<file path="src/sv/orientation_and_shake_detector_top_macros.svh">
// ----------------------------------------------------------------------------
// Orientation and shake detector assertion macros
// Shared property forms for the checks in the detector RTL.
// ----------------------------------------------------------------------------
`ifndef ORIENTATION_AND_SHAKE_DETECTOR_TOP_MACROS_SVH
`define ORIENTATION_AND_SHAKE_DETECTOR_TOP_MACROS_SVH

// same-cycle implication, disabled while reset is asserted
`define OSD_ASSERT_NOW(lbl, ck, rn, ante, cons) \
	lbl: assert property (@(posedge ck) disable iff (!(rn)) (ante) |-> (cons)) \
		else $error("%m: check failed");

// next-cycle implication, disabled while reset is asserted
`define OSD_ASSERT_NEXT(lbl, ck, rn, ante, cons) \
	lbl: assert property (@(posedge ck) disable iff (!(rn)) (ante) |=> (cons)) \
		else $error("%m: check failed");

`endif

</file>
<file path="src/sv/osd_pkg.sv">
// ----------------------------------------------------------------------------
// osd_pkg
// Types and constants shared by the orientation and shake detector modules.
// ----------------------------------------------------------------------------
`default_nettype none

package osd_pkg;

	typedef enum logic [1:0] {
		OR_LYING    = 2'd0,
		OR_UPRIGHT  = 2'd1,
		OR_INVERTED = 2'd2
	} orient_t;

	localparam logic EV_ORIENT = 1'b0;
	localparam logic EV_SHAKE  = 1'b1;

	typedef enum logic [2:0] {
		REG_UPRIGHT_ENTER  = 3'd0,
		REG_UPRIGHT_EXIT   = 3'd1,
		REG_INVERTED_ENTER = 3'd2,
		REG_INVERTED_EXIT  = 3'd3,
		REG_SHAKE_HIGH     = 3'd4,
		REG_SHAKE_LOW      = 3'd5,
		REG_WINDOW_LEN     = 3'd6,
		REG_COOLDOWN_LEN   = 3'd7
	} reg_idx_t;

	localparam logic signed [15:0] RST_UPRIGHT_ENTER  = 16'sd12000;
	localparam logic signed [15:0] RST_UPRIGHT_EXIT   = 16'sd9000;
	localparam logic signed [15:0] RST_INVERTED_ENTER = -16'sd12000;
	localparam logic signed [15:0] RST_INVERTED_EXIT  = -16'sd9000;
	localparam logic [15:0] RST_SHAKE_HIGH   = 16'd24576;
	localparam logic [15:0] RST_SHAKE_LOW    = 16'd8192;
	localparam logic [15:0] RST_WINDOW_LEN   = 16'd1000;
	localparam logic [15:0] RST_COOLDOWN_LEN = 16'd2000;

	localparam int HIT_CNT_W = 4;

	// event queue geometry (depth is a power of two so pointers wrap freely)
	localparam int EVQ_DEPTH = 8;
	localparam int EVQ_PTR_W = $clog2(EVQ_DEPTH);
	localparam int EVQ_CNT_W = $clog2(EVQ_DEPTH + 1);

	typedef struct packed {
		logic    kind;
		orient_t orient;
		logic    last;
	} evt_t;

	typedef struct packed {
		logic v0;
		logic v1;
		evt_t e0;
		evt_t e1;
	} evt_push_t;

	typedef struct packed {
		logic signed [15:0] upright_enter;
		logic signed [15:0] upright_exit;
		logic signed [15:0] inverted_enter;
		logic signed [15:0] inverted_exit;
		logic [15:0]        window_len;
		logic [15:0]        cooldown_len;
	} trk_cfg_t;

endpackage

`default_nettype wire

</file>
<file path="src/sv/orientation_and_shake_detector_top.sv">
// Pipeline: an accepted sample passes the s1 and s2 registers; its events then go into
//   the queue, and the first is offered on the output, one event per transaction.
// Throughput: one sample per cycle through five squaring lanes, one merge stage
//   and the state tracker; in_stall rises only when the 8-entry event queue could overflow.
// Reset: arst_n clears orientation to lying, hit count, window, cooldown and the
//   queue, and loads the default thresholds; no clearing pass is needed.
// ----------------------------------------------------------------------------
// orientation_and_shake_detector_top
// Accelerometer orientation classifier with hysteresis and shake detector.
// ----------------------------------------------------------------------------
`default_nettype none

module orientation_and_shake_detector_top
	import osd_pkg::*;
#(
	parameter int UP_AXIS_IS_Z = 1,
	parameter int HITS_NEEDED  = 3,
	parameter int TIME_WIDTH   = 48
) (
	input  wire logic                  clk,
	input  wire logic                  arst_n,
	input  wire logic                  cfg_wr_en,
	input  wire logic [2:0]            cfg_index,
	input  wire logic [15:0]           cfg_data,
	input  wire logic                  in_valid,
	output logic                       in_stall,
	input  wire logic signed [15:0]    accel_x,
	input  wire logic signed [15:0]    accel_y,
	input  wire logic signed [15:0]    accel_z,
	input  wire logic [TIME_WIDTH-1:0] time_ms,
	input  wire logic                  suppress,
	output logic                       out_valid,
	input  wire logic                  out_stall,
	output logic                       event_kind,
	output logic [1:0]                 orientation,
	output logic                       last
);

	logic signed [15:0] upright_enter_q;
	logic signed [15:0] upright_exit_q;
	logic signed [15:0] inverted_enter_q;
	logic signed [15:0] inverted_exit_q;
	logic [15:0]        shake_high_q;
	logic [15:0]        shake_low_q;
	logic [15:0]        window_len_q;
	logic [15:0]        cooldown_len_q;

	logic                  accept;
	logic                  v_s1, v_s2;
	logic signed [15:0]    up_s1, up_s2;
	logic [TIME_WIDTH-1:0] now_s1, now_s2;
	logic                  sup_s1, sup_s2;

	logic [31:0]           sq_x_s1, sq_y_s1, sq_z_s1, hi_sq_s1, lo_sq_s1;
	logic                  hit_s2;
	trk_cfg_t              trk_cfg;
	evt_push_t             push;
	evt_t                  out_evt;
	logic [EVQ_CNT_W-1:0]  evq_cnt;
	logic [EVQ_CNT_W:0]    load;

	// configuration registers
	always_ff @(posedge clk or negedge arst_n) begin
		if (!arst_n) begin
			upright_enter_q  <= RST_UPRIGHT_ENTER;
			upright_exit_q   <= RST_UPRIGHT_EXIT;
			inverted_enter_q <= RST_INVERTED_ENTER;
			inverted_exit_q  <= RST_INVERTED_EXIT;
			shake_high_q     <= RST_SHAKE_HIGH;
			shake_low_q      <= RST_SHAKE_LOW;
			window_len_q     <= RST_WINDOW_LEN;
			cooldown_len_q   <= RST_COOLDOWN_LEN;
		end else if (cfg_wr_en) begin
			case (reg_idx_t'(cfg_index))
				REG_UPRIGHT_ENTER:  upright_enter_q  <= cfg_data;
				REG_UPRIGHT_EXIT:   upright_exit_q   <= cfg_data;
				REG_INVERTED_ENTER: inverted_enter_q <= cfg_data;
				REG_INVERTED_EXIT:  inverted_exit_q  <= cfg_data;
				REG_SHAKE_HIGH:     shake_high_q     <= cfg_data;
				REG_SHAKE_LOW:      shake_low_q      <= cfg_data;
				REG_WINDOW_LEN:     window_len_q     <= cfg_data;
				REG_COOLDOWN_LEN:   cooldown_len_q   <= cfg_data;
				default: ;
			endcase
		end
	end

	// stall while the queue could not absorb two events for every sample in flight
	always_comb begin
		load = (EVQ_CNT_W + 1)'(evq_cnt) + (EVQ_CNT_W + 1)'({v_s1, 1'b0})
			+ (EVQ_CNT_W + 1)'({v_s2, 1'b0}) + (EVQ_CNT_W + 1)'(2);
		in_stall = load > (EVQ_CNT_W + 1)'(EVQ_DEPTH);
		accept   = in_valid && !in_stall;
	end

	always_ff @(posedge clk or negedge arst_n) begin
		if (!arst_n) begin
			v_s1 <= 1'b0;
			v_s2 <= 1'b0;
		end else begin
			v_s1 <= accept;
			v_s2 <= v_s1;
		end
	end

	always_ff @(posedge clk) begin
		up_s1  <= (UP_AXIS_IS_Z != 0) ? accel_z : accel_y;
		now_s1 <= time_ms;
		sup_s1 <= suppress;
		up_s2  <= up_s1;
		now_s2 <= now_s1;
		sup_s2 <= sup_s1;
	end

	osd_lane u_lane_x  (.clk(clk), .opnd({accel_x[15], accel_x}), .sq_s1(sq_x_s1));
	osd_lane u_lane_y  (.clk(clk), .opnd({accel_y[15], accel_y}), .sq_s1(sq_y_s1));
	osd_lane u_lane_z  (.clk(clk), .opnd({accel_z[15], accel_z}), .sq_s1(sq_z_s1));
	osd_lane u_lane_hi (.clk(clk), .opnd({1'b0, shake_high_q}),   .sq_s1(hi_sq_s1));
	osd_lane u_lane_lo (.clk(clk), .opnd({1'b0, shake_low_q}),    .sq_s1(lo_sq_s1));

	osd_merge u_merge (
		.clk      (clk),
		.sq_x_s1  (sq_x_s1),
		.sq_y_s1  (sq_y_s1),
		.sq_z_s1  (sq_z_s1),
		.hi_sq_s1 (hi_sq_s1),
		.lo_sq_s1 (lo_sq_s1),
		.hit_s2   (hit_s2)
	);

	always_comb begin
		trk_cfg.upright_enter  = upright_enter_q;
		trk_cfg.upright_exit   = upright_exit_q;
		trk_cfg.inverted_enter = inverted_enter_q;
		trk_cfg.inverted_exit  = inverted_exit_q;
		trk_cfg.window_len     = window_len_q;
		trk_cfg.cooldown_len   = cooldown_len_q;
	end

	osd_track #(
		.TW          (TIME_WIDTH),
		.HITS_NEEDED (HITS_NEEDED)
	) u_track (
		.clk      (clk),
		.arst_n   (arst_n),
		.valid_s2 (v_s2),
		.hit_s2   (hit_s2),
		.up_s2    (up_s2),
		.now_s2   (now_s2),
		.sup_s2   (sup_s2),
		.cfg      (trk_cfg),
		.push     (push)
	);

	osd_evq u_evq (
		.clk       (clk),
		.arst_n    (arst_n),
		.push      (push),
		.out_stall (out_stall),
		.out_valid (out_valid),
		.out_evt   (out_evt),
		.count     (evq_cnt)
	);

	assign event_kind  = out_evt.kind;
	assign orientation = out_evt.orient;
	assign last        = out_evt.last;

endmodule

`default_nettype wire

</file>
<file path="src/sv/osd_lane.sv">
// ----------------------------------------------------------------------------
// osd_lane
// One squaring lane: registered square of a 17-bit signed operand.
// ----------------------------------------------------------------------------
`default_nettype none

module osd_lane (
	input  wire logic               clk,
	input  wire logic signed [16:0] opnd,
	output logic [31:0]             sq_s1
);

	logic signed [33:0] prod;

	assign prod = opnd * opnd;

	// all operands fed here square to below 2^32
	always_ff @(posedge clk) begin
		sq_s1 <= prod[31:0];
	end

endmodule

`default_nettype wire

</file>
<file path="src/sv/osd_merge.sv">
// ----------------------------------------------------------------------------
// osd_merge
// Sums the axis lanes into the squared magnitude and tests it against the
// squared shake bounds.
// ----------------------------------------------------------------------------
`default_nettype none

module osd_merge (
	input  wire logic        clk,
	input  wire logic [31:0] sq_x_s1,
	input  wire logic [31:0] sq_y_s1,
	input  wire logic [31:0] sq_z_s1,
	input  wire logic [31:0] hi_sq_s1,
	input  wire logic [31:0] lo_sq_s1,
	output logic             hit_s2
);

	logic [33:0] mag;
	logic        hit;

	always_comb begin
		mag = 34'(sq_x_s1) + 34'(sq_y_s1) + 34'(sq_z_s1);
		hit = (mag > 34'(hi_sq_s1)) || (mag < 34'(lo_sq_s1));
	end

	always_ff @(posedge clk) begin
		hit_s2 <= hit;
	end

endmodule

`default_nettype wire

</file>
<file path="src/sv/osd_track.sv">
// ----------------------------------------------------------------------------
// osd_track
// Orientation hysteresis, cooldown and hit window tracking; produces up to
// two events per sample.
// ----------------------------------------------------------------------------
`default_nettype none

`include "orientation_and_shake_detector_top_macros.svh"

module osd_track
	import osd_pkg::*;
#(
	parameter int TW          = 48,
	parameter int HITS_NEEDED = 3
) (
	input  wire logic               clk,
	input  wire logic               arst_n,
	input  wire logic               valid_s2,
	input  wire logic               hit_s2,
	input  wire logic signed [15:0] up_s2,
	input  wire logic [TW-1:0]      now_s2,
	input  wire logic               sup_s2,
	input  wire trk_cfg_t           cfg,
	output evt_push_t               push
);

	orient_t                cur_q;
	logic [HIT_CNT_W-1:0]   cnt_q;
	logic [TW-1:0]          win_start_q;
	logic [TW-1:0]          cool_until_q;
	logic                   armed_q;

	orient_t                nxt_orient;
	logic                   orient_chg;
	logic [TW-1:0]          rem;
	logic [TW-1:0]          age;
	logic                   cooling;
	logic                   run;
	logic                   win_exp;
	logic [HIT_CNT_W-1:0]   cnt_base;
	logic [HIT_CNT_W-1:0]   cnt_inc;
	logic [TW-1:0]          start_base;
	logic                   shake;

	always_comb begin
		case (cur_q)
			OR_UPRIGHT:  nxt_orient = (up_s2 > cfg.upright_exit) ? OR_UPRIGHT : OR_LYING;
			OR_INVERTED: nxt_orient = (up_s2 < cfg.inverted_exit) ? OR_INVERTED : OR_LYING;
			default: begin
				if (up_s2 > cfg.upright_enter)
					nxt_orient = OR_UPRIGHT;
				else if (up_s2 < cfg.inverted_enter)
					nxt_orient = OR_INVERTED;
				else
					nxt_orient = OR_LYING;
			end
		endcase
		orient_chg = (nxt_orient != cur_q);

		// modular differences: counter wrap is harmless
		rem     = cool_until_q - now_s2;
		cooling = armed_q && (rem != '0) && (rem <= TW'(cfg.cooldown_len));
		run     = !cooling && !sup_s2;

		age        = now_s2 - win_start_q;
		win_exp    = age > TW'(cfg.window_len);
		cnt_base   = win_exp ? '0 : cnt_q;
		start_base = win_exp ? now_s2 : win_start_q;
		cnt_inc    = cnt_base + 1'b1;
		shake      = run && hit_s2 && (cnt_inc >= HIT_CNT_W'(HITS_NEEDED));

		// events are packed from slot 0
		push.v0        = valid_s2 && (orient_chg || shake);
		push.v1        = valid_s2 && orient_chg && shake;
		push.e0.kind   = orient_chg ? EV_ORIENT : EV_SHAKE;
		push.e0.orient = nxt_orient;
		push.e0.last   = !(orient_chg && shake);
		push.e1.kind   = EV_SHAKE;
		push.e1.orient = nxt_orient;
		push.e1.last   = 1'b1;
	end

	always_ff @(posedge clk or negedge arst_n) begin
		if (!arst_n) begin
			cur_q        <= OR_LYING;
			cnt_q        <= '0;
			win_start_q  <= '0;
			cool_until_q <= '0;
			armed_q      <= 1'b0;
		end else if (valid_s2) begin
			cur_q <= nxt_orient;
			if (run) begin
				if (shake) begin
					cnt_q        <= '0;
					win_start_q  <= now_s2;
					cool_until_q <= now_s2 + TW'(cfg.cooldown_len);
				end else begin
					cnt_q       <= hit_s2 ? cnt_inc : cnt_base;
					win_start_q <= start_base;
				end
			end
			if (shake)
				armed_q <= 1'b1;
			else if (armed_q && !cooling)
				armed_q <= 1'b0;
		end
	end

	`OSD_ASSERT_NOW(a_cnt_below_target, clk, arst_n, 1'b1,
		cnt_q < HIT_CNT_W'(HITS_NEEDED))
	`OSD_ASSERT_NEXT(a_shake_arms_cooldown, clk, arst_n, valid_s2 && shake, armed_q)
	`OSD_ASSERT_NOW(a_last_marks_final, clk, arst_n, push.v0,
		(push.e0.last == !push.v1) && (!push.v1 || push.e0.kind == EV_ORIENT))

endmodule

`default_nettype wire

</file>
<file path="src/sv/osd_evq.sv">
// ----------------------------------------------------------------------------
// osd_evq
// Event queue: takes up to two events per cycle, hands out one per
// transaction on the output channel.
// ----------------------------------------------------------------------------
`default_nettype none

`include "orientation_and_shake_detector_top_macros.svh"

module osd_evq
	import osd_pkg::*;
(
	input  wire logic            clk,
	input  wire logic            arst_n,
	input  wire evt_push_t       push,
	input  wire logic            out_stall,
	output logic                 out_valid,
	output evt_t                 out_evt,
	output logic [EVQ_CNT_W-1:0] count
);

	evt_t                 mem_q [EVQ_DEPTH];
	logic [EVQ_PTR_W-1:0] wr_ptr_q;
	logic [EVQ_PTR_W-1:0] rd_ptr_q;
	logic [EVQ_CNT_W-1:0] cnt_q;

	logic                 pop;
	logic [1:0]           n_push;
	logic [EVQ_CNT_W:0]   fill_chk;

	always_comb begin
		out_valid = (cnt_q != '0);
		out_evt   = mem_q[rd_ptr_q];
		count     = cnt_q;
		pop       = out_valid && !out_stall;
		n_push    = 2'(push.v0) + 2'(push.v1);
		fill_chk  = (EVQ_CNT_W + 1)'(cnt_q) + (EVQ_CNT_W + 1)'(n_push);
	end

	always_ff @(posedge clk) begin
		if (push.v0)
			mem_q[wr_ptr_q] <= push.e0;
		if (push.v1)
			mem_q[wr_ptr_q + 1'b1] <= push.e1;
	end

	always_ff @(posedge clk or negedge arst_n) begin
		if (!arst_n) begin
			wr_ptr_q <= '0;
			rd_ptr_q <= '0;
			cnt_q    <= '0;
		end else begin
			wr_ptr_q <= wr_ptr_q + EVQ_PTR_W'(n_push);
			if (pop)
				rd_ptr_q <= rd_ptr_q + 1'b1;
			cnt_q <= cnt_q + EVQ_CNT_W'(n_push) - EVQ_CNT_W'(pop);
		end
	end

	`OSD_ASSERT_NOW(a_cnt_in_range, clk, arst_n, 1'b1, cnt_q <= EVQ_CNT_W'(EVQ_DEPTH))
	`OSD_ASSERT_NOW(a_no_overflow, clk, arst_n, push.v0 || push.v1,
		fill_chk <= (EVQ_CNT_W + 1)'(EVQ_DEPTH))
	`OSD_ASSERT_NOW(a_slots_packed, clk, arst_n, push.v1, push.v0)

endmodule

`default_nettype wire

</file>
<file path="config.mk">
export PLATFORM = sky130hd
export DESIGN_NAME = orientation_and_shake_detector_top
export DESIGN_NICKNAME = d
export VERILOG_FILES = /design/src/sv/osd_pkg.sv /design/src/sv/orientation_and_shake_detector_top.sv /design/src/sv/osd_lane.sv /design/src/sv/osd_merge.sv /design/src/sv/osd_track.sv /design/src/sv/osd_evq.sv
export VERILOG_INCLUDE_DIRS = /design/src /design/src/sv
export SDC_FILE = /design/constraint.sdc
export NUM_CORES = 2
export LEC_CHECK = 0
export ABC_AREA = 1
export BUFFER_PORTS_ARGS = -buffer_cell sky130_fd_sc_hd__buf_4
export CAP_MARGIN = 20
export CORE_MARGIN = 5
export CORE_UTILIZATION = 45
export CTS_CLUSTER_DIAMETER = 80
export DETAILED_ROUTE_END_ITERATION = 8
export SYNTH_ARGS = -nofsm -noshare
export SYNTH_HDL_FRONTEND = slang
export SYNTH_SLANG_ARGS = --single-unit
export TNS_END_PERCENT = 50
</file>
<file path="constraint.sdc">
create_clock -name clk -period 7.1 [get_ports clk]
set_input_delay 1.065 -clock clk [delete_from_list [all_inputs] [get_ports clk]]
set_output_delay 1.065 -clock clk [all_outputs]
set_load 0.02 [all_outputs]
</file>
==> impl_metrics.json <==
{
  "seq_area_sq_um": 12600,
  "rows": 148,
  "reg2regPathDepth": 23,
  "syn_area_per_cell_sq_um": 7.98,
  "yosysTopAreaCell": "fa_1",
  "grt_pass1_vias": 60161,
  "fin_skew_ns": 0.0835,
  "antenna_found_initial": 10,
  "synth_xor_area_share_pct": 4.03,
  "rsz0062_at_grt": "no",
  "synthCells": 9226,
  "grt_remaining_overflow": 0,
  "start_kind": "register",
  "slew_headroom_pct": 29.6,
  "post-route-min-period_ns": 6.55,
  "synth_cell_types": 62,
  "synthSimpleGateAreaFrac_pct": 15.5,
  "fin_nets": 11270,
  "vias": 57167,
  "grt_max_degree": 154,
  "synth_top_family_by_area": "adder cells",
  "initial_core_util_pct": 45.3,
  "tightest_slew_ns": 1.05,
  "ys_seq_elements": 560,
  "design.core.area_sq_um": 163000,
  "wl_per_cell_um": 17.1,
  "max-cap-violations": 0,
  "numCtsBuffers": 73,
  "clockBufferDepth": 3,
  "final_cell_mix": "inv_1, nand2_1, fa_1",
  "die-area_sq_um": 172000,
  "synth-compound-area-share_pct": 7.52,
  "fmax_mhz": 153,
  "yosysSeqAreaShare_pct": 17.2,
  "io_pins": 127,
  "critPathTopFamily": "adder cells",
  "path_clk_slew_ns": 0.06,
  "cts_setup_buffers": 0,
  "synth_fp_nets": 11197,
  "finalHoldViolCount": 0,
  "synth_area_sq_um": 73700,
  "setup_tns_ns": 0,
  "dp_hpwl_um": 169000,
  "setup_viol": 0,
  "fillers": 16047,
  "die_h_um": 415,
  "grtUsageTotal_pct": 23.1,
  "clock-sinks": 560,
  "viasPerCell": 4.95,
  "crit_chain": "nand2_1, fa_1, fa_1, inv_1, ha_1, inv_1, fa_1, inv_1, fa_1, inv_1, fa_1, inv_1, ha_1, a21oi_1, a21boi_0, o21bai_1, a21oi_1, inv_1, a21oi_1, o21ai_0, a31oi_1, o21ai_0, xor2_1",
  "cts_tree": "yes",
  "synthTopCellsByArea": "fa_1, ha_1, inv_1",
  "endpoint_kind": "register",
  "cts_root_buf": "clkbuf_16",
  "portBuffers": 126,
  "cp_max_fo": 17,
  "crit_arrival_ns": 7.11,
  "die_w_um": 415,
  "drive_gt1_share_pct": 4.89,
  "status": "finished, final reports clean",
  "critPathMostFrequentCell": "inv_1",
  "yosysWarnings": 0,
  "regToRegEndpoint": "u_lane_lo.sq_s1[29]",
  "ys.flop_type": "dfxtp_1",
  "cts_hold_buf": 0,
  "drt_wl_total_um": 198000,
  "drc": 0,
  "grt_pass1_wl_um": 320000,
  "finalMaxSlewViolations": 0,
  "cts_max_level": 3,
  "final_antenna_net_count": 0,
  "multi_input_area_sq_um": 51000,
  "synth-adder-area-share_pct": 42.2,
  "r2r_setup_slack_ns": 0.55,
  "reg2reg_from": "shake_low_q[5]",
  "syn_to_final_growth_pct": 8.44,
  "min_path_type": "in -> async",
  "synthMuxAreaShare_pct": 0,
  "insertion_delay_ns": 0.71,
  "final_common_cell": "inv_1",
  "cp.required_ns": 7.66,
  "gp_congestion": 0.930,
  "synth_top_cell_area_share_pct": 28.6,
  "slowest_delay_ns": 0.86,
  "worst-setup-path-type": "reg -> reg",
  "synthArstFlopShare_pct": 43.4,
  "post-route-period-util_pct": 92.3,
  "cp_slowest_cell": "dfrtp_1",
  "first_iter_violations": 3219,
  "worst-path-buf-inv": 6,
  "firstDrtPassIters": 5,
  "synth_edf_count": 16
}
cells in the mapped netlist, types with 179 or more instances:
| cell type | n |
|---|---|
| a21oi_1 | 428 |
| clkbuf_1 | 179 |
| dfrtp_1 | 202 |
| dfxtp_1 | 301 |
| fa_1 | 1053 |
| ha_1 | 797 |
| inv_1 | 2439 |
| nand2_1 | 1942 |
| nand3_1 | 238 |
| nor2_1 | 403 |
| o21ai_0 | 359 |
| xor2_1 | 232 |
timing repair:
action,4_1_cts,5_1_grt
gates resized for setup,0,6
hold endpoints to repair,0,0
setup endpoints to repair,0,1
state kept, by name, indices dropped and copies added, names as in the netlist, 31 cells and up:
register              cells
now_s1                   48
now_s2                   48
u_evq.mem_q              32
u_lane_hi.sq_s1          31
u_lane_lo.sq_s1          31
u_lane_x.sq_s1           31
u_lane_y.sq_s1           31
u_lane_z.sq_s1           31
u_track.cool_until_q     48
u_track.win_start_q      48
area by class of cell:
type                            count  share of cell area (%)
Antenna cell                        3                 0.00940
Clock buffer                       89                    2.52
Clock inverter                     47                   0.943
Inverter                         2445                    11.5
Multi-Input combinational cell   6018                    63.9
Sequential cell                   560                    15.8
Tap cell                         2175                    3.41
Timing Repair Buffer              201                    1.93
worst register-to-register path, stage by stage (launching register included):
cell	delay [ns]
dfrtp_1	0.86
nand2_1	0.25
fa_1	0.56
fa_1	0.43
inv_1	0.07
ha_1	0.14
inv_1	0.05
fa_1	0.50
inv_1	0.06
fa_1	0.53
inv_1	0.05
fa_1	0.47
inv_1	0.04
ha_1	0.32
a21oi_1	0.15
a21boi_0	0.44
o21bai_1	0.20
a21oi_1	0.28
inv_1	0.08
a21oi_1	0.21
o21ai_0	0.16
a31oi_1	0.27
o21ai_0	0.15
xor2_1	0.16
stage by stage:
step / hold WS [ns] / cells / setup slack (ns) / utilization, % / area (sq um)
CTS: 0.318 / 11534 / 0.394 / 49.1 / 79800
global route: 0.328 / 11538 / 0.00337 / 49.1 / 79900
floorplan: 0.310 / 9226 / 0.189 / - / 73700
finish: 0.305 / 11538 / 0.549 / 49.1 / 79900
detailed placement: 0.313 / 11398 / 0.169 / 47.4 / 77100
global placement: 0.311 / 11398 / 0.162 / 47.4 / 77100
routing by layer:
metal / up-vias / part of all wire (%) / track usage [%] / routed length [um]
met5: - / 0.010 / 0 / 20
met4: 4 / 4.1 / 8.58 / 8200
met3: 306 / 4.1 / 2.25 / 8010
met2: 1165 / 49 / 40.2 / 96000
met1: 27858 / 43 / 30.0 / 85400
li1: 27834 / - / - / -
cell families (layout without fill, tap and decap cells):
group	after synthesis	in the layout
AOI/OAI and AO/OA	1020	1020
buffers and inverters	2648	2782
xor gates and xnor gates	339	339
DFF	560	560
and+or+nand+nor	2809	2809
adders and majority gates	1850	1850
other	0	3
worst max path at each step:
stage / start / endpoint / slack [ns] / depth (start not counted)
detailed placement: accel_z[5] / u_lane_z.sq_s1[29] / 0.17 / 24
global route: u_lane_y.sq_s1[3] / u_merge.hit_s2 / 0.003 / 36
CTS: u_lane_y.sq_s1[3] / u_merge.hit_s2 / 0.39 / 33
finish: shake_low_q[5] / u_lane_lo.sq_s1[29] / 0.55 / 23
floorplan: accel_z[5] / u_lane_z.sq_s1[29] / 0.19 / 24
global placement: accel_z[5] / u_lane_z.sq_s1[29] / 0.16 / 26
Power is not shown: default switching activity piles up to over one toggle a cycle in this logic, so the estimate is an artifact.
